## config.mk

```make
export PLATFORM = sky130hd
export DESIGN_NAME = piecewise_linear_curve_lookup
export DESIGN_NICKNAME = d
export VERILOG_FILES = /design/src/sv/pwl_pkg.sv /design/src/sv/piecewise_linear_curve_lookup.sv
export SDC_FILE = /design/constraint.sdc
export NUM_CORES = 2
export LEC_CHECK = 0
export BUFFER_PORTS_ARGS = -buffer_cell sky130_fd_sc_hd__buf_4
export CORE_MARGIN = 2
export CORE_UTILIZATION = 40
export CTS_BUF_LIST = sky130_fd_sc_hd__clkbuf_4 sky130_fd_sc_hd__clkbuf_8
export CTS_CLUSTER_SIZE = 40
export DETAILED_ROUTE_END_ITERATION = 10
export PLACE_DENSITY = 0.56
export SLEW_MARGIN = 20
export SYNTH_ARGS = -nofsm -noshare
export SYNTH_HDL_FRONTEND = slang
export SYNTH_SLANG_ARGS = --single-unit
export TNS_END_PERCENT = 5
```

## constraint.sdc

```tcl
create_clock -name clk_i -period 8.12 [get_ports clk_i]
set_clock_uncertainty 0.1 [all_clocks]
set_input_delay 0.812 -clock clk_i [delete_from_list [all_inputs] [get_ports clk_i]]
set_output_delay 0.812 -clock clk_i [all_outputs]
set_load 0.1 [all_outputs]
```

## src/sv/pwl_pkg.sv

```systemverilog
// Shared types and constants for the piecewise-linear curve lookup.
`default_nettype none

package pwl_pkg;

  // Fixed field widths of the command, slot and register ports.
  localparam int CMD_W    = 2;
  localparam int IDX_IN_W = 4;
  localparam int CFG_W    = 5;

  // Command codes carried on the input tuser; the fourth code writes nothing and answers 0.
  typedef enum logic [CMD_W-1:0] {
    CMD_LOAD = 2'd0,
    CMD_FWD  = 2'd1,
    CMD_INV  = 2'd2
  } cmd_e;

  typedef enum logic [2:0] {
    ST_IDLE,
    ST_WALK,
    ST_MUL,
    ST_DIV,
    ST_FIN,
    ST_RES
  } state_e;

endpackage

`default_nettype wire

```

## src/sv/piecewise_linear_curve_lookup.sv

```systemverilog
// Piecewise-linear curve lookup: breakpoint table, segment walk, serial multiply/divide.
`default_nettype none

// Holds up to MAX_POINTS (x, y) breakpoints and answers forward (x to y) and
// inverse (y to x) queries by linear interpolation over the first
// points_in_use slots. Each input transfer carries one command: a load writes
// one slot and answers 0; a query answers the interpolated value, saturated to
// the signed VALUE_BITS range, with the miss flag set when the table is empty
// or an inverse query lies on no segment. The product of the two differences
// is formed before the division, and the quotient truncates toward zero.
// One item is in work at a time. A load, an unknown command or a query on a
// table too small to search goes straight to the result register. Any other
// query first walks 1 to points_in_use slots, and an interpolating one then
// runs through multiplier and divider: the table sits in a one-read-port
// memory visited one slot per cycle, the product comes out of a bit-serial
// shift-add multiplier (one bit per cycle) and the quotient out of a restoring
// divider (one bit per cycle). A result waits in the result register until
// the output register is free. The next item is taken in the cycle after the
// output register is loaded. A finished result waits in the output register
// while the next item is taken in. Slots that were never loaded hold unknown
// data; queries must not reach them. points_in_use above MAX_POINTS counts as
// MAX_POINTS, and loads to slots beyond it are dropped.
module piecewise_linear_curve_lookup #(
  parameter int MAX_POINTS = 16,
  parameter int VALUE_BITS = 16
) (
  input  wire logic                  clk_i,
  input  wire logic                  rst_ni,
  // Input stream
  input  wire logic                  s_axis_tvalid,
  output logic                       s_axis_tready,
  // tdata, low bit up: point_index, point_x, point_y, query_value, zero pad
  input  wire logic [((pwl_pkg::IDX_IN_W + 3 * VALUE_BITS + 7) / 8) * 8 - 1:0] s_axis_tdata,
  // tuser: cmd
  input  wire logic [pwl_pkg::CMD_W-1:0] s_axis_tuser,
  // Result stream
  output logic                       m_axis_tvalid,
  input  wire logic                  m_axis_tready,
  // tdata, low bit up: result_value, zero pad
  output logic [((VALUE_BITS + 7) / 8) * 8 - 1:0] m_axis_tdata,
  // tuser: miss
  output logic                       m_axis_tuser,
  // Register write channel: points_in_use
  input  wire logic                  cfg_valid_i,
  output logic                       cfg_ready_o,
  input  wire logic [pwl_pkg::CFG_W-1:0] cfg_data_i
);

  localparam int VB       = VALUE_BITS;
  localparam int DW       = VB + 1;          // difference of two values
  localparam int PW       = 2 * VB + 1;      // product / dividend shift register
  localparam int SW       = 2 * VB + 2;      // signed final sum
  localparam int IDX_W    = $clog2(MAX_POINTS);
  localparam int CNT_W    = $clog2(MAX_POINTS + 1);
  localparam int STEP_W   = $clog2(2 * VB);
  localparam int M_DATA_W = ((VB + 7) / 8) * 8;

  // ---------------------------------------------------------------------
  // Input field unpacking
  // ---------------------------------------------------------------------
  logic [pwl_pkg::IDX_IN_W-1:0] in_index;
  logic [VB-1:0]                in_px;
  logic [VB-1:0]                in_py;
  logic signed [VB-1:0]         in_query;

  assign in_index = s_axis_tdata[pwl_pkg::IDX_IN_W-1:0];
  assign in_px    = s_axis_tdata[pwl_pkg::IDX_IN_W +: VB];
  assign in_py    = s_axis_tdata[pwl_pkg::IDX_IN_W + VB +: VB];
  assign in_query = s_axis_tdata[pwl_pkg::IDX_IN_W + 2 * VB +: VB];

  // ---------------------------------------------------------------------
  // Registers
  // ---------------------------------------------------------------------
  pwl_pkg::state_e state_q, state_d;

  logic [pwl_pkg::CFG_W-1:0] points_q;
  logic                      m_valid_q;
  logic [STEP_W-1:0]         step_q, step_d;
  logic [IDX_W-1:0]          cur_idx_q;
  logic                      first_q;

  logic                      fwd_q;
  logic signed [VB-1:0]      q_q;
  logic [2*VB-1:0]           rdata_q;
  logic [2*VB-1:0]           prev_q;
  logic [VB-1:0]             mag_a_q;
  logic [VB-1:0]             mag_d_q;
  logic                      neg_q;
  logic signed [VB-1:0]      base_q;
  logic [PW-1:0]             prod_q, prod_d;
  logic [VB-1:0]             rem_q, rem_d;
  logic [VB-1:0]             res_q;
  logic                      miss_q;
  logic [VB-1:0]             out_val_q;
  logic                      out_miss_q;

  // Breakpoint memory, one {y, x} word per slot
  logic [2*VB-1:0]           mem_q [MAX_POINTS];

  // ---------------------------------------------------------------------
  // Table size in use
  // ---------------------------------------------------------------------
  logic [CNT_W-1:0] n_use;
  logic             walk_last;

  assign n_use = (32'(points_q) > MAX_POINTS) ? CNT_W'(MAX_POINTS) : CNT_W'(points_q);
  assign walk_last = (CNT_W'(cur_idx_q) + CNT_W'(1)) == n_use;

  // ---------------------------------------------------------------------
  // Segment compare and operand setup
  // ---------------------------------------------------------------------
  logic signed [VB-1:0] cur_x, cur_y, prev_x, prev_y, lo_y, hi_y;
  logic signed [DW-1:0] dx, dy, qx, qy, op_a, op_b, op_d;
  logic                 fwd_hit, inv_hit, dx_pos;

  assign cur_x  = rdata_q[VB-1:0];
  assign cur_y  = rdata_q[2*VB-1:VB];
  assign prev_x = prev_q[VB-1:0];
  assign prev_y = prev_q[2*VB-1:VB];

  assign dx = DW'(cur_x) - DW'(prev_x);
  assign dy = DW'(cur_y) - DW'(prev_y);
  assign qx = DW'(q_q) - DW'(prev_x);
  assign qy = DW'(q_q) - DW'(prev_y);

  assign lo_y = (prev_y < cur_y) ? prev_y : cur_y;
  assign hi_y = (prev_y < cur_y) ? cur_y : prev_y;

  assign fwd_hit = q_q < cur_x;
  assign inv_hit = (lo_y <= q_q) && (q_q < hi_y);
  assign dx_pos  = !dx[DW-1] && (dx != '0);

  // forward: (y1-y0)*(q-x0)/(x1-x0); inverse: (q-y0)*(x1-x0)/(y1-y0)
  assign op_a = fwd_q ? dy : qy;
  assign op_b = fwd_q ? qx : dx;
  assign op_d = fwd_q ? dx : dy;

  logic [DW-1:0] abs_a, abs_b, abs_d;
  assign abs_a = op_a[DW-1] ? DW'(-op_a) : DW'(op_a);
  assign abs_b = op_b[DW-1] ? DW'(-op_b) : DW'(op_b);
  assign abs_d = op_d[DW-1] ? DW'(-op_d) : DW'(op_d);

  // ---------------------------------------------------------------------
  // Serial multiply step (shift-add, multiplier bits leave at the bottom)
  // ---------------------------------------------------------------------
  logic [DW-1:0] mul_sum;
  assign mul_sum = prod_q[PW-1:VB] + (prod_q[0] ? DW'(mag_a_q) : DW'(0));

  // Serial divide step (restoring, dividend bits leave at the top)
  logic [DW-1:0] rem_sh, rem_sub;
  logic          div_ge;
  assign rem_sh  = {rem_q, prod_q[2*VB-1]};
  assign div_ge  = rem_sh >= DW'(mag_d_q);
  assign rem_sub = rem_sh - DW'(mag_d_q);

  logic mul_last, div_last;
  assign mul_last = step_q == STEP_W'(VB - 1);
  assign div_last = step_q == STEP_W'(2 * VB - 1);

  // ---------------------------------------------------------------------
  // Signed add of base and quotient, then saturation
  // ---------------------------------------------------------------------
  logic signed [SW-1:0] quot_s, sum_s;
  logic [SW-VB:0]       sum_top;
  logic [VB-1:0]        sat_val;

  assign quot_s  = SW'(prod_q[2*VB-1:0]);
  assign sum_s   = (neg_q ? -quot_s : quot_s) + SW'(base_q);
  assign sum_top = sum_s[SW-1:VB-1];
  assign sat_val = ((&sum_top) || !(|sum_top)) ? sum_s[VB-1:0]
                 : (sum_s[SW-1] ? {1'b1, {(VB-1){1'b0}}} : {1'b0, {(VB-1){1'b1}}});

  // ---------------------------------------------------------------------
  // Control outputs
  // ---------------------------------------------------------------------
  logic          s_ready, in_acc, out_free;
  logic          wr_en, start_walk, imm_en, imm_miss, walk_adv, go_arith, push;
  logic [VB-1:0] imm_val;
  logic          idx_ok;

  assign in_acc   = s_axis_tvalid && s_ready;
  assign out_free = !m_valid_q || m_axis_tready;
  assign idx_ok   = 32'(in_index) < MAX_POINTS;

  always_comb begin
    s_ready    = 1'b0;
    wr_en      = 1'b0;
    start_walk = 1'b0;
    imm_en     = 1'b0;
    imm_miss   = 1'b0;
    imm_val    = '0;
    walk_adv   = 1'b0;
    go_arith   = 1'b0;
    push       = 1'b0;
    unique case (state_q)
      pwl_pkg::ST_IDLE: begin
        s_ready = 1'b1;
        if (s_axis_tvalid) begin
          unique case (s_axis_tuser)
            pwl_pkg::CMD_LOAD: begin
              wr_en  = idx_ok;
              imm_en = 1'b1;
            end
            pwl_pkg::CMD_FWD: begin
              if (n_use == '0) begin
                imm_en   = 1'b1;
                imm_miss = 1'b1;
              end else begin
                start_walk = 1'b1;
              end
            end
            pwl_pkg::CMD_INV: begin
              if (n_use < CNT_W'(2)) begin
                imm_en   = 1'b1;
                imm_miss = 1'b1;
              end else begin
                start_walk = 1'b1;
              end
            end
            default: imm_en = 1'b1;
          endcase
        end
      end
      pwl_pkg::ST_WALK: begin
        if (first_q) begin
          // slot 0: clamp below the first x, or a one-point table
          if (fwd_q && (fwd_hit || walk_last)) begin
            imm_en  = 1'b1;
            imm_val = cur_y;
          end else begin
            walk_adv = 1'b1;
          end
        end else if (fwd_q ? fwd_hit : inv_hit) begin
          if (fwd_q && !dx_pos) begin
            imm_en  = 1'b1;
            imm_val = prev_y;
          end else begin
            go_arith = 1'b1;
          end
        end else if (walk_last) begin
          imm_en   = 1'b1;
          imm_val  = fwd_q ? cur_y : '0;
          imm_miss = !fwd_q;
        end else begin
          walk_adv = 1'b1;
        end
      end
      pwl_pkg::ST_MUL,
      pwl_pkg::ST_DIV,
      pwl_pkg::ST_FIN: ;
      pwl_pkg::ST_RES: push = out_free;
      default: ;
    endcase
  end

  // ---------------------------------------------------------------------
  // Next state
  // ---------------------------------------------------------------------
  always_comb begin
    state_d = state_q;
    unique case (state_q)
      pwl_pkg::ST_IDLE: begin
        if (s_axis_tvalid) state_d = start_walk ? pwl_pkg::ST_WALK : pwl_pkg::ST_RES;
      end
      pwl_pkg::ST_WALK: begin
        if (go_arith)    state_d = pwl_pkg::ST_MUL;
        else if (imm_en) state_d = pwl_pkg::ST_RES;
      end
      pwl_pkg::ST_MUL: if (mul_last) state_d = pwl_pkg::ST_DIV;
      pwl_pkg::ST_DIV: if (div_last) state_d = pwl_pkg::ST_FIN;
      pwl_pkg::ST_FIN: state_d = pwl_pkg::ST_RES;
      pwl_pkg::ST_RES: if (push) state_d = pwl_pkg::ST_IDLE;
      default: state_d = pwl_pkg::ST_IDLE;
    endcase
  end

  // step counter: multiply bits, then restart for the quotient bits
  always_comb begin
    step_d = step_q;
    if (go_arith) begin
      step_d = '0;
    end else if (state_q == pwl_pkg::ST_MUL) begin
      step_d = mul_last ? '0 : step_q + STEP_W'(1);
    end else if (state_q == pwl_pkg::ST_DIV) begin
      step_d = step_q + STEP_W'(1);
    end
  end

  // product register: load multiplier, shift-add, then divide in place
  always_comb begin
    prod_d = prod_q;
    rem_d  = rem_q;
    if (go_arith) begin
      prod_d = PW'(abs_b[VB-1:0]);
      rem_d  = '0;
    end else if (state_q == pwl_pkg::ST_MUL) begin
      prod_d = {1'b0, mul_sum, prod_q[VB-1:1]};
    end else if (state_q == pwl_pkg::ST_DIV) begin
      prod_d = {1'b0, prod_q[2*VB-2:0], div_ge};
      rem_d  = div_ge ? rem_sub[VB-1:0] : rem_sh[VB-1:0];
    end
  end

  // ---------------------------------------------------------------------
  // Control registers
  // ---------------------------------------------------------------------
  always_ff @(posedge clk_i or negedge rst_ni) begin
    if (!rst_ni) begin
      state_q   <= pwl_pkg::ST_IDLE;
      points_q  <= '0;
      m_valid_q <= 1'b0;
      step_q    <= '0;
      cur_idx_q <= '0;
      first_q   <= 1'b0;
    end else begin
      state_q <= state_d;
      step_q  <= step_d;
      if (cfg_valid_i) points_q <= cfg_data_i;
      if (push) begin
        m_valid_q <= 1'b1;
      end else if (m_axis_tready) begin
        m_valid_q <= 1'b0;
      end
      if (start_walk) begin
        cur_idx_q <= '0;
        first_q   <= 1'b1;
      end else if (walk_adv) begin
        cur_idx_q <= cur_idx_q + IDX_W'(1);
        first_q   <= 1'b0;
      end
    end
  end

  // ---------------------------------------------------------------------
  // Breakpoint memory: one write port, one registered read port
  // ---------------------------------------------------------------------
  logic [IDX_W-1:0] rd_addr;
  assign rd_addr = (state_q == pwl_pkg::ST_IDLE) ? '0 : cur_idx_q + IDX_W'(1);

  always_ff @(posedge clk_i) begin
    if (wr_en) mem_q[IDX_W'(in_index)] <= {in_py, in_px};
    rdata_q <= mem_q[rd_addr];
  end

  // ---------------------------------------------------------------------
  // Datapath registers
  // ---------------------------------------------------------------------
  always_ff @(posedge clk_i) begin
    prod_q <= prod_d;
    rem_q  <= rem_d;
    if (in_acc) begin
      fwd_q <= s_axis_tuser == pwl_pkg::CMD_FWD;
      q_q   <= in_query;
    end
    if (walk_adv) prev_q <= rdata_q;
    if (go_arith) begin
      mag_a_q <= abs_a[VB-1:0];
      mag_d_q <= abs_d[VB-1:0];
      neg_q   <= op_a[DW-1] ^ op_b[DW-1] ^ op_d[DW-1];
      base_q  <= fwd_q ? prev_y : prev_x;
    end
    if (imm_en) begin
      res_q  <= imm_val;
      miss_q <= imm_miss;
    end else if (state_q == pwl_pkg::ST_FIN) begin
      res_q  <= sat_val;
      miss_q <= 1'b0;
    end
    if (push) begin
      out_val_q  <= res_q;
      out_miss_q <= miss_q;
    end
  end

  // ---------------------------------------------------------------------
  // Ports
  // ---------------------------------------------------------------------
  assign s_axis_tready = s_ready;
  assign m_axis_tvalid = m_valid_q;
  assign m_axis_tdata  = M_DATA_W'(out_val_q);
  assign m_axis_tuser  = out_miss_q;
  assign cfg_ready_o   = 1'b1;

`ifndef NO_ASSERTIONS
  // a miss always comes with a zero answer
  a_miss_zero: assert property (@(posedge clk_i) disable iff (!rst_ni)
    (m_axis_tvalid && m_axis_tuser) |-> (m_axis_tdata == '0))
    else $error("miss transfer with nonzero result");

  // restoring divider keeps its remainder below the divisor
  a_rem_bound: assert property (@(posedge clk_i) disable iff (!rst_ni)
    (state_q == pwl_pkg::ST_DIV) |-> (rem_q < mag_d_q))
    else $error("divider remainder out of range");

  // arithmetic only starts on a segment of nonzero span
  a_div_nonzero: assert property (@(posedge clk_i) disable iff (!rst_ni)
    (state_q == pwl_pkg::ST_MUL || state_q == pwl_pkg::ST_DIV) |-> (mag_d_q != '0))
    else $error("zero divisor in arithmetic");

  // the walk never reads beyond the slots in use
  a_walk_bound: assert property (@(posedge clk_i) disable iff (!rst_ni)
    (state_q == pwl_pkg::ST_WALK) |-> (CNT_W'(cur_idx_q) < n_use))
    else $error("segment walk past table end");
`endif

endmodule

`default_nettype wire
```

# After elaboration in Yosys (flattened, before gate mapping)
# Memories as Yosys holds them, arrays and structs flattened. A register that Yosys moved wholly into a read port is not among the register bits.
# Cells that the tools add are included.
# totals
ff_bits,199
latch_bits,0
ramBits,512
romBits,0
output_inout_bits,20
word_cells,172
mem_count,1
# mem_list
name,depth,width,rd,rd_ports_with_merged_regs,write_ports,line_no,rtl
mem_q,16,32,1,1,1,piecewise_linear_curve_lookup.sv:98,logic [2*VB-1:0] mem_q [MAX_POINTS];
# classes
n_addsub,14
multipliers,0
div,0
order_cmp,7
n_eq_ne,15
n_shift,0
mux,86
bitwise_logic,3
reduce_logical,26
# ops
cell,n
16-bit 2-to-1 mux,20
16-bit by 16-bit subtractor with 17-bit output,4
32-bit 2-to-1 mux,2
17-bit 2-to-1 mux,3
16-bit < comparator,3
16-bit negation,3
1-bit 2-to-1 mux,39
34-bit by 16-bit adder with 34-bit output,1
34-bit 2-to-1 mux,1
32-bit negation with 34-bit output,1
5-bit 2-to-1 mux,5
3-bit 2-to-1 mux,7
19-bit AND reduction,1
19-bit OR reduction,1
3-bit one-hot mux with 6 select lines,1
16-bit by 16-bit adder with 17-bit output,1
17-bit by 16-bit greater-or-equal comparator with 1-bit output,1
17-bit nonzero test,1
16-bit less-or-equal comparator,1
16-bit subtractor,1
4-bit 2-to-1 mux,3
1-bit one-hot mux with 2 select lines,5
"2-bit != test, second input constant",4
2-bit nonzero test,4
25 further kinds,38

# Depth between registers and ports, before layout
# depth
depth_word,12
ltp_mapped,24
mapped_depth_nobuf,21

# Worst setup path after synthesis
# OpenSTA, ideal clock, no wires.
# synth_path
path_kind,register to register
startpoint,reg prev_q[17]
endpoint,reg base_q[0] (enable)
setup_ps,432
t_arrival_ps,6448
required_time_ps,7588
slack_ps,1140
path_stages_with_launch,24
n_path_buf,4
cell_sequence,edfxtp_1 > inv_1 > ha_1 > nor2b_1 > o21bai_1 > a311oi_1 > nor4_1 > nand2b_1 > clkbuf_1 > clkbuf_1 > nand2_1 > o21ai_0 > ha_1 > a21o_1 > a21o_1 > a221o_1 > a21o_1 > a211o_1 > a211oi_1 > nand2_1 > a2bb2oi_1 > nor3_1 > clkbuf_1 > buf_1
# synth_via
elab_chain_len,8
elab_cells_between_ends,10
classes_between,3 x order compare; 6 x mux; 1 x reduce/logical
# synth_rtl
element,line_no,rtl
start: declaration,piecewise_linear_curve_lookup.sv:85,logic [2*VB-1:0] prev_q;
start signal: assignment,piecewise_linear_curve_lookup.sv:355,if (walk_adv) prev_q <= rdata_q;
16-bit < comparator,"piecewise_linear_curve_lookup.sv:126, piecewise_linear_curve_lookup.sv:127",
16-bit 2-to-1 mux (on tied branches),"piecewise_linear_curve_lookup.sv:126, piecewise_linear_curve_lookup.sv:127",
16-bit less-or-equal comparator or 16-bit < comparator (tied branches),piecewise_linear_curve_lookup.sv:130,assign inv_hit = (lo_y <= q_q) && (q_q < hi_y);
1-bit logical AND *,piecewise_linear_curve_lookup.sv:130,
1-bit 2-to-1 mux * (2 in series),piecewise_linear_curve_lookup.sv:233,end else if (fwd_q ? fwd_hit : inv_hit) begin
1-bit 2-to-1 mux *,piecewise_linear_curve_lookup.sv:225,if (first_q) begin
1-bit 2-to-1 mux *,piecewise_linear_curve_lookup.sv:195,unique case (state_q)
end signal: assignment,piecewise_linear_curve_lookup.sv:360,base_q <= fwd_q ? prev_y : prev_x;
end: declaration,piecewise_linear_curve_lookup.sv:89,logic signed [VB-1:0] base_q;
# Mark *: on every way between the ends. The rest lies on a longest branch, timed or not.
# A chain may end at the register's enable or synchronous reset.

# Worst setup path in the final report
# layout_path
startpoint,reg prod_q[11]
endpoint,reg res_q[2] (data pin)
# layout_via
elab_chain_len,9
elab_cells_between_ends,11
classes_between,2 x add/sub; 5 x mux; 4 x reduce/logical
# layout_rtl
element,line_no,rtl
start: declaration,piecewise_linear_curve_lookup.sv:90,"logic [PW-1:0] prod_q, prod_d;"
start signal: assignment,piecewise_linear_curve_lookup.sv:349,prod_q <= prod_d;
32-bit negation with 34-bit output,piecewise_linear_curve_lookup.sv:168,assign sum_s = (neg_q ? -quot_s : quot_s) + SW'(base_q);
34-bit 2-to-1 mux *,piecewise_linear_curve_lookup.sv:168,
34-bit by 16-bit adder with 34-bit output *,piecewise_linear_curve_lookup.sv:168,
19-bit OR reduction,piecewise_linear_curve_lookup.sv:170,assign sat_val = ((&sum_top) || !(|sum_top)) ? sum_s[VB-1:0]
1-bit logical NOT,piecewise_linear_curve_lookup.sv:170,
1-bit logical OR,piecewise_linear_curve_lookup.sv:170,
16-bit 2-to-1 mux *,piecewise_linear_curve_lookup.sv:170,
16-bit 2-to-1 mux *,piecewise_linear_curve_lookup.sv:365,end else if (state_q == pwl_pkg::ST_FIN) begin
16-bit 2-to-1 mux *,piecewise_linear_curve_lookup.sv:362,if (imm_en) begin
end signal: assignment,piecewise_linear_curve_lookup.sv:363,res_q <= imm_val;
end signal: assignment,piecewise_linear_curve_lookup.sv:366,res_q <= sat_val;
end: declaration,piecewise_linear_curve_lookup.sv:92,logic [VB-1:0] res_q;
# Mark *: on every way between the ends. The rest lies on a longest branch, timed or not. The select of a mux whose other input is x is not followed.

==> flow_summary.yaml <==
timing:
  post-route-period-util_pct: 85.88
  finalSetupViolations: 0
  fmax_mhz: 143.4
  fin_hold_ws_ns: 0.08922
  grt_setup_unrepaired: "no"
  min_period_ns: 6.974
  setup_slack_ns: 1.146
  setup_tns_ns: 0
  slew_violations: 0
  max-slew-margin-rel_pct: 26.90
  hold_viol_final: 0
  tightest_slew_ns: 1.069
routing:
  via_per_inst: 5.550
  wl_per_cell_um: 22.37
  dr.pass1.iters: 5
  num_vias: 26830
  drc: 0
  ant_nets: 0
  wl_um: 108100
  drtIter0Drc: 1929
worst_setup_path:
  cp.arrival_ns: 7.50
  crit_type: "reg2reg"
  timing.rr.start: "prod_q[11]"
  ff2ff_setup_slack_ns: 1.15
  r2r-end: "res_q[2]"
  required_ns: 8.65
  path_max_fanout: 14
  startpoint_type: "register"
  r2r_cells: 15
  cp-end-kind: "register"
finish:
  nets: 3720
  final_common_cell: "edfxtp_1"
  drive_gt1_share_pct: 14.51
  area_growth_pct: 12.44
  post-route-cell-area_sq_um: 43650
  final_cell_mix: "660 x edfxtp_1, 315 x a21oi_1, 254 x o21ai_0"
synthesis:
  synth_top_area_share_pct: 51.06
  synthCells: 3355
  synth_area_leaders: "edfxtp_1 51%, ha_1 5.9%, a21oi_1 4.1%"
  synthMuxAreaShare_pct: 6.804
  seq_area_frac_synth_pct: 55.58
  synth_fa_ha_area_share_pct: 6.292
  synth_top_family_by_area: "compound AO/OA/AOI/OAI gates"
  synth-xor-area-share_pct: 3.791
  syn_area_per_cell_sq_um: 11.57
  ys_seq_elements: 743
  synthSimpleGateAreaFrac_pct: 9.373
  yosys.area.top_type: "edfxtp_1"
  synthArstFlopShare_pct: 2.557
  synth-compound-area-share_pct: 15.27
  synth_cell_type_count: 87
  yosys_warnings: 0
  synth_ff_type: "edfxtp_1"
  syn_area_sq_um: 38820
  syn_nets: 3614
  synth_edf_count: 660
worst_hold_path:
  min-delay-start: "s_axis_tdata[51]"
  min_path_type: "in2reg"
  holdPathStages: 1
  min_to: "q_q[15]"
die:
  ioPinCount: 88
  die_h_um: 315.5
  start_util_pct: 40.26
  core_area_sq_um: 96420
  dieArea_sq_um: 99550
  die_w_um: 315.5
  rows: 114
cts:
  clk_latency_ns: 0.80
  cts_root_buf: "clkbuf_8"
  htree_levels: 4
  clock-sinks: 743
  cts_made_buffers: 131
  clkSlewWorstSetupHoldPaths_ns: 0.06
  cts_tree: "done"
  cts_buffer_depth: 3
  postCtsSetupRepairBufs: 0
place:
  dpl-instance-area_sq_um: 41000
  post-place-ws_ns: 1.296
  dp_hpwl_um: 72130
  place.gp.congestion: 0.9291
  portBuffers: 82
run:
  cap_violations: 0
global_route:
  grt_max_degree: 139
  gr-usage-all-layers_pct: 21.56
  overflow: 0
  grt_pass1_vias: 25760
  antenna_found_initial: 11
  grt_pass1_wl_um: 160800
outcome:
  outcome: "finished clean"
-- logic make-up (layout without fill, tap and decap cells) --
family,after synthesis,count (layout)
other cells,1,3
mux,250,250
buf+inv,294,495
xor+xnor,168,168
compound gates,946,946
fa+ha+maj,191,191
flops,743,743
simple gates,762,762
-- cell usage after synthesis (17+ instances only) --
cell type    n
edfxtp_1   660
a21oi_1    315
o21ai_0    254
nand2_1    222
nor2_1     201
ha_1       184
mux2i_1    139
inv_1      134
clkbuf_1   130
mux2_2     111
xnor2_1    108
nand3_1     65
dfxtp_1     64
xor2_1      60
nor3_1      55
a21o_1      45
a221oi_1    35
o221ai_1    33
and2_1      32
a211oi_1    31
nor2b_1     31
o21a_1      30
nand2b_1    28
nand4_1     28
buf_1       26
a31oi_1     22
o211ai_1    20
and3_1      19
dfrtp_1     19
o21bai_1    17
-- layout make-up --
class | count | area (sq um)
flip-flops and latches | 743 | 21580
repair buffers | 132 | 1018
clock inverters | 37 | 280.3
multi-input cells | 2318 | 16320
well taps | 1276 | 1597
fillers | 9065 | 52780
diodes | 2 | 5.005
clock buffers | 191 | 2341
inverters | 135 | 506.7
-- worst max-delay path by stage --
stage | startpoint | endpoint | slack, ns
after floorplan | prev_q[17] | base_q[0] | 1.14
after global placement | prev_q[17] | prod_q[2] | 1.29
after detailed placement | prod_q[13] | res_q[2] | 1.30
after CTS | prod_q[11] | res_q[2] | 1.24
after global routing | prev_q[17] | prod_q[5] | 0.72
final | prod_q[11] | res_q[2] | 1.15
-- registers in the layout, summed over array words and instances, names as in the netlist, 32 cells and up --
name and cells:
mem_q 512, prev_q 32, prod_q 32, rdata_q 32
-- metal layers --
| metal | up-vias | GRT usage (%) | routed length, um |
|---|---|---|---|
| met2 | 630 | 35.68 | 51900 |
| met4 | 8 | 8.746 | 3942 |
| met3 | 191 | 3.319 | 4648 |
| met1 | 13061 | 28.35 | 47580 |
| met5 | - | 0 | 61 |
| li1 | 12940 | - | - |
-- per-stage QoR --
stage | util (%) | instances
2_1_floorplan | - | 3355
3_3_place_gp | 42.52 | 4603
3_5_place_dp | 42.52 | 4603
4_1_cts | 45.25 | 4832
5_1_grt | 45.27 | 4834
6_report | 45.27 | 4834
-- worst max-delay path: stages, from the launching register on --
cell       delay [ns]
edfxtp_1         0.49
or4_1            0.56
or4_1            0.49
or4_1            0.47
o41ai_1          0.35
xnor2_1          0.16
ha_1             0.56
nand2_1          0.21
a2111oi_0        0.88
o31ai_1          0.28
o221ai_1         0.22
a21oi_1          0.11
xnor2_1          0.55
o31a_1           0.44
nor3b_1          0.70
a221o_1          0.22
-- repair_timing --
| action | 4_1_cts | 5_1_grt |
|---|---|---|
| hold buffers | 1 | 0 |
| endpoints found under the hold margin | 19 | 0 |
| gates resized for setup | 0 | 0 |
Power is not shown: default switching activity piles up to over one toggle a cycle in this logic, so the estimate is an artifact.
